### config.mk
export PLATFORM = sky130hd
export DESIGN_NAME = bta_fifo
export DESIGN_NICKNAME = d
export VERILOG_FILES = /design/src/rtl/core/bta_fifo.sv
export SDC_FILE = /design/constraint.sdc
export NUM_CORES = 1
export LEC_CHECK = 0
export BUFFER_PORTS_ARGS = -buffer_cell sky130_fd_sc_hd__buf_4
export CAP_MARGIN = 20
export CORE_MARGIN = 3
export CORE_UTILIZATION = 52
export DETAILED_ROUTE_END_ITERATION = 12
export PLACE_DENSITY = 0.82
export SLEW_MARGIN = 20
export SYNTH_ARGS = -nofsm -noshare
export SYNTH_HDL_FRONTEND = slang
export SYNTH_SLANG_ARGS = --single-unit
export TNS_END_PERCENT = 1
### constraint.sdc
create_clock -name clk -period 2.7 [get_ports clk]
set_input_delay 0.135 -clock clk [delete_from_list [all_inputs] [get_ports clk]]
set_output_delay 0.135 -clock clk [all_outputs]
set_load 0.01 [all_outputs]
### src/rtl/core/bta_fifo.sv
// Two-entry queue carrying a packed word between front and back.
// Depends on nothing.
module bta_fifo #(
  parameter int W = 8
) (
  input  logic         clk,
  input  logic         rst,
  input  logic         push,
  input  logic [W-1:0] din,
  output logic         full,
  input  logic         pop,
  output logic [W-1:0] dout,
  output logic         empty
);
  logic [W-1:0] slot [2];
  logic         wp;
  logic         rp;
  logic [1:0]   cnt;
  logic         do_push;
  logic         do_pop;

  assign full    = (cnt == 2'd2);
  assign empty   = (cnt == 2'd0);
  assign do_push = push && !full;
  assign do_pop  = pop && !empty;
  assign dout    = slot[rp];

  always_ff @(posedge clk) begin
    if (do_push) begin
      slot[wp] <= din;
    end
  end

  always_ff @(posedge clk) begin
    if (rst) begin
      wp  <= 1'b0;
      rp  <= 1'b0;
      cnt <= 2'd0;
    end else begin
      if (do_push) wp <= ~wp;
      if (do_pop) rp <= ~rp;
      cnt <= cnt + 2'(do_push) - 2'(do_pop);
    end
  end

endmodule

==> metrics <==
gp weighted congestion=0.641; vias=473; Gate power share=33.8%; number of DRC markers in iteration 0=0; Critical Path Start Type=flop; post-DP HPWL=around 960 um; Tmin final=about 1.6 ns; Post-synth EDFFs=16; root buf cell=clkbuf_4; number of detailed-route iterations in the first pass=1; routed len/inst=approximately 14 um; Final WS setup=around 1.1 ns; Post-Syn Area=811 sq um; final wirelength=1.31 mm; Tightest Hold Check Type=primary input to flop; Yosys Warn Count=0; share of cells above drive strength 1=40.0%; FILL cells=93; Cells after DPL=87; max-slew violation count=0; power share of the clock group=about 16%; FF-to-FF Start=cnt[1]; Internal=between 0.6 and 0.7 mW; TNS Setup=0 ns; Final nets=95; Worst R2R Setup Slack=between 1 and 1.5 ns; non-filler cells, final=95; sequential power share=50.3%; diode count=0; Setup Skew=between 0.009 and 0.01 ns; pre-CTS setup slack=~1.1 ns; CP required=approximately 2.9 ns; Avg Vias per Cell=roughly 5.0; residual DRC count=0; CP arrival=1.84 ns; synth top area cells=edfxtp_1 59%, dfxtp_1 12%, mux2_1 6.9%; row count=13; Post-synth top cells=16 x edfxtp_1, 5 x dfxtp_1, 5 x mux2_1, 4 x nor2_1; R2R Path End=cnt[1]; Reg clk slew, reported paths=0.12 ns; top cell type's share of synthesized area=about three fifths; Switching Share=29.6%; Seq cells post-synth=21; ys flop type=edfxtp_1; Clk Latency, worst-skew pair=between 0.2 and 0.3 ns; Power Density=869 nW/um^2; final hold viol count=0; relative slew slack=77.3%; Max-Cap Viols=0; Clock Path Buffers=2; CP max FO=5; worst hold margin=approximately 0.016 ns; global-route wire length before repair=about 1.9 mm; Area Overhead vs Synth=29.5%; top-count cell post-synth=edfxtp_1; CORE AREA=1380 sq um; largest area contributor in the netlist=edfxtp_1; Die Span Y=roughly 45 um; kind of critical path=flop to flop; htree depth=1; RSZ-0062 raised after global routing=no; Least-Margin Pin Slew=0.339 ns; run status=finished, final reports clean; cells on worst reg2reg path=7; final design utilization=about three quarters; initial antenna violation count=0; post-CTS sizing=0; Finish-stage setup viols=0; total gr overflow=0; sequential area share after synthesis=a little under three quarters; CTS tree=done; post-detailed-route count of antenna-violating nets=0; Mapped Cells=52; Die X=45.5 um; largest net degree at the start of global routing=13; Synth Net Count=66; Min-Delay Path Depth=2; crit end category=flop; Post-Syn Area per Cell=around 16 sq um; Initial Util=slightly below 60%; CTS Sinks=21; gr usage total=between 10% and 20%; hold_sp=rst; ys async rst share=0%; Sw Pwr=about 0.27 mW; leak pwr=approximately 0.44 nW; WHS Endpoint=rp; total I/O pin count=22; Yosys cell types=21; Die ar.=roughly 2100 sq um; CTS buffer count=3; fmax=approximately 620 MHz; final worst path period share=59.8%; port buffer count=21; Max IR drop VDD=between 600 and 700 uV; number of global-route vias before repair=475
==> registers in the layout, summed over array words and instances, names as in the netlist, named ones only <==
name	count
slot	16
cnt	2
wp	1
rp	1
==> kinds of logic after synthesis <==
family / share of synthesized area, %
and+or+nand+nor: 7.25
DFF: 71.6
muxes: 11.1
AOI/OAI and AO/OA: 2.31
buffers and inverters: 2.47
xor gates and xnor gates: 2.16
adders and majority gates: 3.09
==> stage by stage <==
step | total power, mW | area [sq um]
2_1_floorplan | 0.641 | 811
3_3_place_gp | 0.759 | 982
3_5_place_dp | 0.775 | 982
4_1_cts | 0.915 | 1010
5_1_grt | 0.970 | 1050
6_report | 0.913 | 1050
==> worst max-delay path by stage <==
stage	startpoint	to	slack [ns]	cells past startpoint
detailed placement	cnt[0]	cnt[1]	1.09	8
CTS	cnt[0]	cnt[1]	1.07	8
global route	cnt[0]	cnt[1]	0.96	8
finish	cnt[1]	cnt[1]	1.08	7
global placement	cnt[1]	cnt[1]	1.18	7
floorplan	cnt[1]	cnt[1]	1.23	7
==> metal layers <==
layer  global-route usage (%)  routed length (um)
met5                        0                   0
met4                     3.51                   8
met2                     27.0                 715
met1                     12.4                 510
met3                     3.56                  72
==> cells in the final DEF, fill, tap and decap left out, drive strengths merged <==
master	netlist	routed
nand2	1	1
buf	1	21
o21ai	1	1
nor2	4	4
nor2b	1	1
o21a	1	1
a21oi	1	1
clkinv	0	1
inv	4	4
xor2	1	1
clkbuf	0	3
and2	1	1
ha	2	2
dlygate4sd3	0	4
mux2	8	8
dfxtp	5	5
xnor2	1	1
nand2b	1	1
nor3	1	1
and3	1	1
edfxtp	16	16
or3	1	1
==> power by group through the flow <==
| stage | Clock [mW] | Combinational [mW] | Sequential [mW] |
|---|---|---|---|
| 6_report | 0.145 | 0.308 | 0.459 |
| 5_1_grt | 0.162 | 0.341 | 0.467 |
| 4_1_cts | 0.145 | 0.310 | 0.460 |
| 3_5_place_dp | 0 | 0.308 | 0.467 |
| 3_3_place_gp | 0 | 0.294 | 0.465 |
| 2_1_floorplan | 0 | 0.197 | 0.444 |
==> area by class of cell <==
cell class | instances | area [sq um] | area share (%)
Sequential cell | 21 | 581 | 55.3
Multi-Input combinational cell | 26 | 210 | 20.0
Timing Repair Buffer | 25 | 198 | 18.8
Clock buffer | 3 | 22.5 | 2.15
Tap cell | 15 | 18.8 | 1.79
Inverter | 4 | 15.0 | 1.43
Clock inverter | 1 | 5.00 | 0.477
==> critical path, cell delays in order (launching register included) <==
cell and delay [ns]:
dfxtp_1 0.37, o21a_2 0.24, ha_1 0.27, inv_1 0.04, ha_1 0.18, xor2_1 0.14
and2_1 0.16, nor3_1 0.14
==> what timing repair did <==
action	4_1_cts	5_1_grt
endpoints found under the hold margin	0	8
hold buffers	0	4
setup buffers	0	0
No activity file was read; power rests on OpenSTA's default activity.
