`config.mk`:
```
export PLATFORM = sky130hd
export DESIGN_NAME = bta_front
export DESIGN_NICKNAME = d
export VERILOG_FILES = /design/src/rtl/core/bta_pkg.sv /design/src/rtl/core/bta_front.sv
export SDC_FILE = /design/constraint.sdc
export NUM_CORES = 1
export LEC_CHECK = 0
export BUFFER_PORTS_ARGS = -buffer_cell sky130_fd_sc_hd__buf_4
export CAP_MARGIN = 20
export CORE_MARGIN = 4
export CORE_UTILIZATION = 38
export DETAILED_ROUTE_END_ITERATION = 12
export PLACE_DENSITY = 0.95
export REMOVE_ABC_BUFFERS = 1
export SLEW_MARGIN = 10
export SYNTH_ARGS = -nofsm -noshare
export SYNTH_HDL_FRONTEND = slang
export SYNTH_SLANG_ARGS = --single-unit
```
`constraint.sdc`:
```
create_clock -name vclk -period 2.15
set_input_delay 0.1075 -clock vclk [all_inputs]
set_output_delay 0.1075 -clock vclk [all_outputs]
set_load 0.05 [all_outputs]
```
`src/rtl/core/bta_pkg.sv`:
```
// Shared types and codes for the boundary-tag heap allocator.
// No dependencies.
package bta_pkg;

  localparam int DEF_PROCESSES    = 4;
  localparam int DEF_REGION_WORDS = 2048;

  localparam logic [1:0] OP_INIT  = 2'd0;
  localparam logic [1:0] OP_ALLOC = 2'd1;
  localparam logic [1:0] OP_FREE  = 2'd2;
  localparam logic [1:0] OP_STATS = 2'd3;

  localparam logic [1:0] ST_OK    = 2'd0;
  localparam logic [1:0] ST_NOFIT = 2'd1;
  localparam logic [1:0] ST_NULL  = 2'd2;

  typedef struct packed {
    logic [1:0]  op;
    logic [1:0]  proc;
    logic [14:0] want;
    logic [10:0] word;
    logic        quick;
    logic [1:0]  quick_status;
  } cmd_t;

  typedef struct packed {
    logic [1:0]  status;
    logic [10:0] payload_word;
    logic [13:0] alloc_bytes;
    logic [13:0] avail_bytes;
    logic [13:0] heap_bytes;
  } res_t;

endpackage

```
`src/rtl/core/bta_front.sv`:
```
// Front end: folds the process number into range, rounds bytes to words
// and settles the requests that fail without a walk. Uses bta_pkg.
module bta_front
  import bta_pkg::*;
#(
  parameter int PROCESSES = DEF_PROCESSES
) (
  input  logic [1:0]  opcode,
  input  logic [1:0]  process,
  input  logic [15:0] request_bytes,
  input  logic [10:0] block_word,
  output cmd_t        cmd
);
  logic [2:0]  p;
  logic [16:0] rounded;

  always_comb begin
    p = {1'b0, process};
    for (int k = 0; k < 3; k++) begin
      if (int'(p) >= PROCESSES) p = p - 3'(PROCESSES);
    end
    rounded = {1'b0, request_bytes} + 17'd3;

    cmd.op           = opcode;
    cmd.proc         = p[1:0];
    cmd.want         = rounded[16:2];
    cmd.word         = block_word;
    cmd.quick        = 1'b0;
    cmd.quick_status = ST_OK;
    if (opcode == OP_ALLOC && rounded[16:2] == 15'd0) begin
      cmd.quick        = 1'b1;
      cmd.quick_status = ST_NOFIT;
    end else if (opcode == OP_FREE && block_word == 11'd0) begin
      cmd.quick        = 1'b1;
      cmd.quick_status = ST_NULL;
    end
  end

endmodule

```
==> metrics, run 1 <==
Syn. warnings 0; routed length per instance ~15 um; Non-Filler Instances about 130; TNS Setup 0 ns; WP data arrival roughly 1.4 ns; largest area contributor in the netlist buf_4; Area contributors post-synth buf_4 (20%), xor2_1 (14%), nor4_4 (12%), xnor2_1 (8.0%), nor4_1 (5.7%); number of clock buffers in the layout 0; VDD IR max 0.0002007 V; 1st-iter DRT viols 10; Pleak 0.4482 nW; TritonRoute pass-1 iters 4; share of cells above drive strength 1 0.5877; sequential element share of the synthesized area 0; total track usage 0.1796; xor and xnor area share after synthesis 0.2227; most common cell in the netlist buf_4; Netlist cell types 21; Slew Limit Fails 0; hold buffers post-CTS 0; Mapped Cells 70; largest family of logic cells by synthesized area simple AND/OR/NAND/NOR gates; total gr overflow 0; DRC viols 0; nets 147; # setup viols final 0; top cells by count, synth buf_4 (15), xor2_1 (9); worst hold stages 0; Hold Path Origin process[1]; RSZ-0062 raised after global routing false; initial core utilization 0.4128; Post-Synth Adder-Cell Area 0; post-synthesis cell area approximately 550 um2; min Tclk post-route 1.502 ns; worst min-delay path category in2out; post-CTS sizing 0; number of diodes 0; Ports 64; Layout fillers approximately 120; GP Congestion 0.7472; outcome finished clean; Tcrit/Tclk final 0.6987; DIE WIDTH about 46 um; Synth Area in Simple Gates 0.4614; Post-CTS Setup Repair Bufs 0; worst-path maximum fanout 4; FMAX 0.6657 GHz; Pwr Density between 300 and 400 mW/mm2; hold_ws about 0.22 ns; Slew headroom 0.6544; dpl cells between 100 and 150; total die area ~0.0021 mm2; Hold Vio Cnt, Final 0; via count roughly 670; Routed Antenna Nets 0; DP HPWL roughly 1.8 mm; Worst-Margin Slew between 0.5 and 0.6 ns; vias in the first global route ~650; Port-buffer cells 60; initial antenna violation count 0; Critical Path Start Type input port; Register Area 0 um2; synthesized area per cell just under 8 um2; Overall Power 0.0002694 W; mux contribution to synthesized area 0; final core utilization 0.6717; max-cap viol count 0; Yosys top cell area share 0.2045; largest net degree at the start of global routing 13; crit end category output port; final wirelength between 1.5 and 2 mm; num rows 13; seq_cells 0; Setup CP Type in2out; first-pass GRT wire length around 2.8 mm; core region area 0.001334 mm2; post-synthesis compound-gate area fraction 0.06364; Die H about 46 um; synth-to-layout area growth 62.73%; number of vias per cell roughly 5.2; CP required a little over 2 ns; Worst Hold Path EP cmd[30]
[area by class of cell]
cell class / instances / area [um2] / share of cell area
tap: 15 / 18.77 / 0.02095
inverter: 4 / 15.01 / 0.01676
multi-input combinational: 50 / 411.6 / 0.4595
timing repair buffer: 60 / 450.4 / 0.5028
[through the flow]
stage          instance area (um2)  worst slack, ns
2_1_floorplan                426.7          -0.1310
3_3_place_gp                 895.9           0.7878
3_5_place_dp                 895.9           0.7467
4_1_cts                      895.9           0.7321
5_1_grt                      895.9           0.6516
6_report                     895.9           0.6478
[how the worst max path moves through the flow]
stage,to,depth (start not counted),startpoint
global placement,cmd[2],5,request_bytes[13]
floorplan,cmd[2],3,request_bytes[13]
finish,cmd[2],5,request_bytes[14]
CTS,cmd[2],5,request_bytes[14]
detailed placement,cmd[2],5,request_bytes[14]
global route,cmd[2],5,request_bytes[14]
[cells by family after synthesis]
| logic type | count (synthesis) |
|---|---|
| xor+xnor | 14 |
| simple gates | 33 |
| buf+inv | 20 |
| compound gates | 3 |
[layer usage]
metal	track usage	vias up	share of wire
li1	-	325	-
met1	0.1778	303	0.32
met2	0.3791	38	0.59
met3	0.03125	6	0.071
met4	0.02273	0	0.015
met5	0	-	0
[cells in the final DEF (no fill, tap or decap)]
cell       n
xor2_1     9
nand3_1    3
nor4_4     3
o41ai_1    1
xnor2_1    5
nor4_2     1
o211ai_4   1
nor2b_1    1
nor4_1     5
o21ai_0    1
and3_1     1
nor2_1     5
buf_4     60
nand2_1    4
nand4_1    2
nand4_4    1
inv_1      4
nor3_1     5
nand3_4    1
nor4b_1    1
[report_power, final]
| group | leakage (nW) | internal (W) | total (W) | switching, W |
|---|---|---|---|---|
| Clock | 0 | 0 | 0 | 0 |
| Combinational | 0.448 | 0.0000912 | 0.000269 | 0.000178 |
| Sequential | 0 | 0 | 0 | 0 |
[worst max-delay path, stage by stage]
cell and delay (ns):
buf_4 0.13, nor4_1 0.37, nand3_1 0.15, o41ai_1 0.36
buf_4 0.27
No activity file was read; power rests on OpenSTA's default activity.
==> run 2, diff against run 1 <==
Settings changed: CORE_UTILIZATION 38 to 32, PLACE_DENSITY 0.95 to 0.87.
Clock period 2.15 ns to 1.3 ns, I/O delays scaled along.
==> run 2 against run 1 <==
Global-route usage shrank 3.4 points. Combinational power grew 76%. Sequential share of layout area is the same. Non-clock buffer count grew 7. Largest power group unchanged. Critical path type unchanged.
==> metrics, run 2 (synthesis results as in run 1) <==
outcome finished clean; CP required 1.24 ns (-0.80 ns); number of diodes 0 (unchanged); min Tclk post-route around 1.2 ns; total die area 0.002448 mm2 (+15%); CP delay by family, top simple AND/OR/NAND/NOR gates; Tcrit/Tclk final 0.9486; CP Capture Point cmd[2]; worst-path cell chain buf_4, nor4_2, nand3_1, o41ai_2, buf_4; worst min-delay path category in2out; worst-path maximum fanout 4 (unchanged); Pleak 0.4950 nW (+10%); FMAX 0.8109 GHz; WP buf/inv 2 (unchanged); Hold Vio Cnt, Final 0 (unchanged); Critical Path Most Common Cell buf_4; DP HPWL 1.698 mm (-3.2%); Worst Setup SP request_bytes[5]; Non-Filler Instances 137 (+6.2%); final core utilization 0.6340 (-0.03764); crit end category output port; Die H 49.48 um (+7.4%); net switching power 0.0003034 W (+70%); nets 154 (+4.8%); Layout fillers 135 (+8.9%); Critical Path Max Stage Delay 0.31 ns (-0.06 ns); max-cap viol count 0 (unchanged); DRC viols 0 (unchanged); routed length per instance 14.42 um (-3.4%); initial core utilization 0.3531 (-0.05963); Setup CP Type in2out; Slew headroom 0.8016 (+0.1473); Crit. path cell count 5 (unchanged); Register Area 0 um2 (unchanged); Worst Setup Slack, final 0.06682 ns (-0.5810 ns); most frequent cells in the layout buf_4 (66), xor2_1 (9), nor3_1 (5), nor2_1 (5), xnor2_1 (5); # setup viols final 0 (unchanged); TNS Setup 0 ns (unchanged); internal power 0.0001696 W (+86%); most common cell after layout, fill and taps aside buf_4; largest net degree at the start of global routing 9 (-4); RSZ-0062 raised after global routing false; Overall Power 0.0004730 W (+76%); final wirelength 1.975 mm (+2.6%); vias in the first global route 617 (-4.8%); TritonRoute pass-1 iters 4 (unchanged); Sw Share 0.6414 (-0.01992); VDD IR max 0.0003789 V (+89%); initial antenna violation count 0 (unchanged); seq_cells 0 (unchanged); synth-to-layout area growth 79.55%; WP data arrival 1.17 ns (-0.22 ns); Worst-Margin Slew 0.2948 ns (-0.2212 ns); Slew Limit Fails 0 (unchanged); Routed Antenna Nets 0 (unchanged); Gate power share 1.000 (about the same); footprint of the multi-input gates 437.9 um2 (+6.4%); Slowest cell on crit path o41ai_2; Seq pwr share 0 (unchanged); Placement Setup Slack 0.01927 ns (-0.7274 ns); GP Congestion 0.7716 (+3.3%); Pwr Density 478.5 mW/mm2 (+59%); share of cells above drive strength 1 0.6446 (+0.05691); Ports 64 (unchanged); total gr overflow 0 (unchanged); number of vias per cell 4.985 (-4.3%); via count 683 (+1.6%); Port-buffer cells 60 (unchanged); number of clock buffers in the layout 0 (unchanged); dpl cells 137 (+6.2%); first-pass GRT wire length 2.967 mm (+4.4%); 1st-iter DRT viols 10 (unchanged); DIE WIDTH 49.48 um (+7.4%); num rows 14 (+1); total track usage 0.1458 (-0.03377); clock share of power 0 (unchanged); core region area 0.001559 mm2 (+17%); Critical Path Start Type input port
[run 2: timing repair]
item / 4_1_cts / 5_1_grt
buffers inserted: 0 / 0
resized for setup: 0 / 4
hold buffers: 0 / 0
endpoints found under the setup margin: 0 / 1
[run 2: power groups by stage]
stage / Sequential (W) / Combinational, W / Clock (W)
floorplan: 0 / 0.000172 / 0
global placement: 0 / 0.000462 / 0
detailed placement: 0 / 0.000467 / 0
CTS: 0 / 0.000469 / 0
global route: 0 / 0.000494 / 0
finish: 0 / 0.000473 / 0
[run 2: worst min-delay path by stage]
stage	start	endpoint	slack, ns	depth (start not counted)
5_1_grt	process[1]	cmd[30]	0.13	0
4_1_cts	process[0]	cmd[29]	0.13	0
3_3_place_gp	process[0]	cmd[29]	0.13	0
3_5_place_dp	process[0]	cmd[29]	0.13	0
2_1_floorplan	block_word[7]	cmd[10]	0.13	0
6_report	process[0]	cmd[29]	0.13	0
[run 2: layer usage]
| metal | GRT usage | wire [um] | share of wire | vias to the layer above |
|---|---|---|---|---|
| li1 | - | - | - | 341 |
| met1 | 0.1685 | 708 | 0.36 | 314 |
| met2 | 0.2991 | 1133 | 0.57 | 26 |
| met3 | 0.01205 | 113 | 0.057 | 2 |
| met4 | 0.004608 | 19 | 0.0096 | 0 |
| met5 | 0 | 0 | 0 | - |
[run 2: layout make-up]
class,instances,share of cell area
Timing Repair Buffer,67,0.5215
Multi-Input combinational cell,50,0.4430
Tap cell,16,0.02025
Inverter,4,0.01519
[run 2: metrics by stage]
| stage | cell area [um2] | hold WS, ns |
|---|---|---|
| global placement | 962.2 | 0.1304 |
| CTS | 962.2 | 0.1304 |
| floorplan | 426.7 | 0.1300 |
| finish | 988.4 | 0.1304 |
| detailed placement | 962.2 | 0.1304 |
| global route | 988.4 | 0.1303 |
==> run 3, diff against run 2 <==
--- a/config.mk
+++ b/config.mk
@@ -8,3 +8,2 @@
 export BUFFER_PORTS_ARGS = -buffer_cell sky130_fd_sc_hd__buf_4
-export CAP_MARGIN = 20
 export CORE_MARGIN = 4
==> constraint.sdc (replaced) <==
create_clock -name vclk -period 1.3
set_input_delay 0.13 -clock vclk [all_inputs]
set_output_delay 0.13 -clock vclk [all_outputs]
set_load 0.05 [all_outputs]
==> run 3 against run 2 <==
The run now ends with setup timing left. Final cell count rose by 10%. Count of clock-buffer cells in the layout unchanged. Via count increased by 11%. Non-clock buffer count grew 14. Design area up 27%. Sequential share of layout area is the same. Critical path depth did not move. Flip-flop and latch count did not move. Total power is 18% higher. Worst setup slack worse by 0.080 ns. First-iteration DRC count up 90%. Largest power group unchanged. Highest routed layer unchanged.
==> metrics, run 3 (synthesis results as in run 1) <==
total track usage 0.1879 (+0.04211); most frequent cells in the layout buf_4 (62), buf_6 (10), xor2_1 (9); GP Congestion 0.7620 (-1.2%); clock share of power 0 (unchanged); largest net degree at the start of global routing 9 (unchanged); Placement Setup Slack -0.1872 ns (-0.2064 ns); net switching power 0.0003301 W (+8.8%); core region area 0.001559 mm2 (unchanged); crit end category output port; initial antenna violation count 0 (unchanged); Die H 49.48 um (unchanged); Critical Path Start Type input port; hold buffers post-CTS 0 (unchanged); via count 759 (+11%); hold_ws 0.2604 ns (+0.1300 ns); final core utilization 0.8082 (+0.1742); RSZ-0062 raised after global routing true; Pwr Density 443.6 mW/mm2 (-7.3%); Worst-Margin Slew 0.2682 ns (-0.02658 ns); nets 168 (+9.1%); seq_cells 0 (unchanged); max-cap viol count 0 (unchanged); vias in the first global route 778 (+26%); WP data arrival 1.18 ns (about the same); Tcrit/Tclk final 1.010 (+0.06130); Seq pwr share 0 (unchanged); number of vias per cell 5.026 (+0.82%); 1st-iter DRT viols 19 (+9); Pleak 0.6192 nW (+25%); VDD IR max 0.0003355 V (-11%); worst min-delay path category in2out; min Tclk post-route 1.313 ns (+0.07969 ns); DRC viols 0 (unchanged); Non-Filler Instances 151 (+10%); worst-path maximum fanout 2 (-2); Slew Limit Fails 0 (unchanged); number of clock buffers in the layout 0 (unchanged); final wirelength 2.475 mm (+25%); Slew headroom 0.8204 (+0.01877); initial core utilization 0.3531 (unchanged); # setup viols final 1 (+1); Port-buffer cells 60 (unchanged); WP buf/inv 2 (unchanged); internal power 0.0002288 W (+35%); DIE WIDTH 49.48 um (unchanged); Layout fillers 96 (-29%); dpl cells 144 (+5.1%); synth-to-layout area growth 128.9%; most common cell after layout, fill and taps aside buf_4; share of cells above drive strength 1 0.7185 (+0.07389); Routed Antenna Nets 0 (unchanged); Gate power share 1.000 (about the same); Register Area 0 um2 (unchanged); Ports 64 (unchanged); total gr overflow 0 (unchanged); Critical Path Max Stage Delay 0.32 ns (about the same); Setup CP Type in2out; num rows 14 (unchanged); outcome complete, but fails checks; Worst Setup Slack, final -0.01287 ns (-0.07969 ns); CP delay by family, top simple AND/OR/NAND/NOR gates; DP HPWL 1.916 mm (+13%); Hold Vio Cnt, Final 0 (unchanged); routed length per instance 16.39 um (+14%); first-pass GRT wire length 3.691 mm (+24%); FMAX 0.7617 GHz (-6.1%); failing checks setup timing; total die area 0.002448 mm2 (unchanged); Slowest cell on crit path nor4b_4; TritonRoute pass-1 iters 4 (unchanged); CP required 1.17 ns (-0.07 ns); Sw Share 0.5906 (-0.05079); worst-path cell chain buf_8, nor4b_4, nand3_2, o41ai_2, buf_4; number of diodes 0 (unchanged)
[run 3: cell count changes in the layout (fill, tap and decap cells not counted), moves of 2 or more]
cell	before	now
buf_4	66	62
buf_6	0	10
buf_12	1	3
nor4_1	3	1
nand3_1	3	1
nor4_4	3	5
buf_8	0	6
[run 3: area by class of cell]
cell class	instances	area [um2]	share of cell area
inverters	4	15.01	0.01192
repair buffers	81	728.2	0.5780
well taps	16	20.02	0.01589
multi-input cells	50	496.7	0.3942
[run 3: power groups by stage]
stage	logic (W)	registers (W)	clock network (W)
floorplan	0.000172	0	0
global placement	0.000478	0	0
detailed placement	0.000486	0	0
CTS	0.000519	0	0
global route	0.000584	0	0
finish	0.000559	0	0
[run 3: what timing repair did]
action / in CTS / in global routing
resized for setup: 22 / 13
setup buffers: 1 / 6
pin swaps: 14 / 5
cloned: 0 / 0
endpoints found under the setup margin: 6 / 8
[run 3: stage by stage]
step | area (um2) | setup TNS (ns) | power (W)
finish | 1260 | -0.01287 | 0.0005589
CTS | 1136 | -0.06441 | 0.0005185
detailed placement | 1015 | -0.3763 | 0.0004862
global placement | 1015 | -0.1688 | 0.0004777
floorplan | 426.7 | -4.591 | 0.0001722
global route | 1260 | -0.2740 | 0.0005845
[run 3: path summary, 6_finish.rpt]
kind,end,startpoint,slack (ns),depth (start not counted)
max,cmd[2],request_bytes[12],-0.01,5
min,cmd[29],process[0],0.26,0
[run 3: metal layers]
| layer | vias up | part of all wire | track usage |
|---|---|---|---|
| li1 | 365 | - | - |
| met1 | 362 | 0.32 | 0.1938 |
| met2 | 26 | 0.61 | 0.4063 |
| met3 | 6 | 0.042 | 0.009036 |
| met4 | 0 | 0.024 | 0.03226 |
| met5 | - | 0 | 0 |
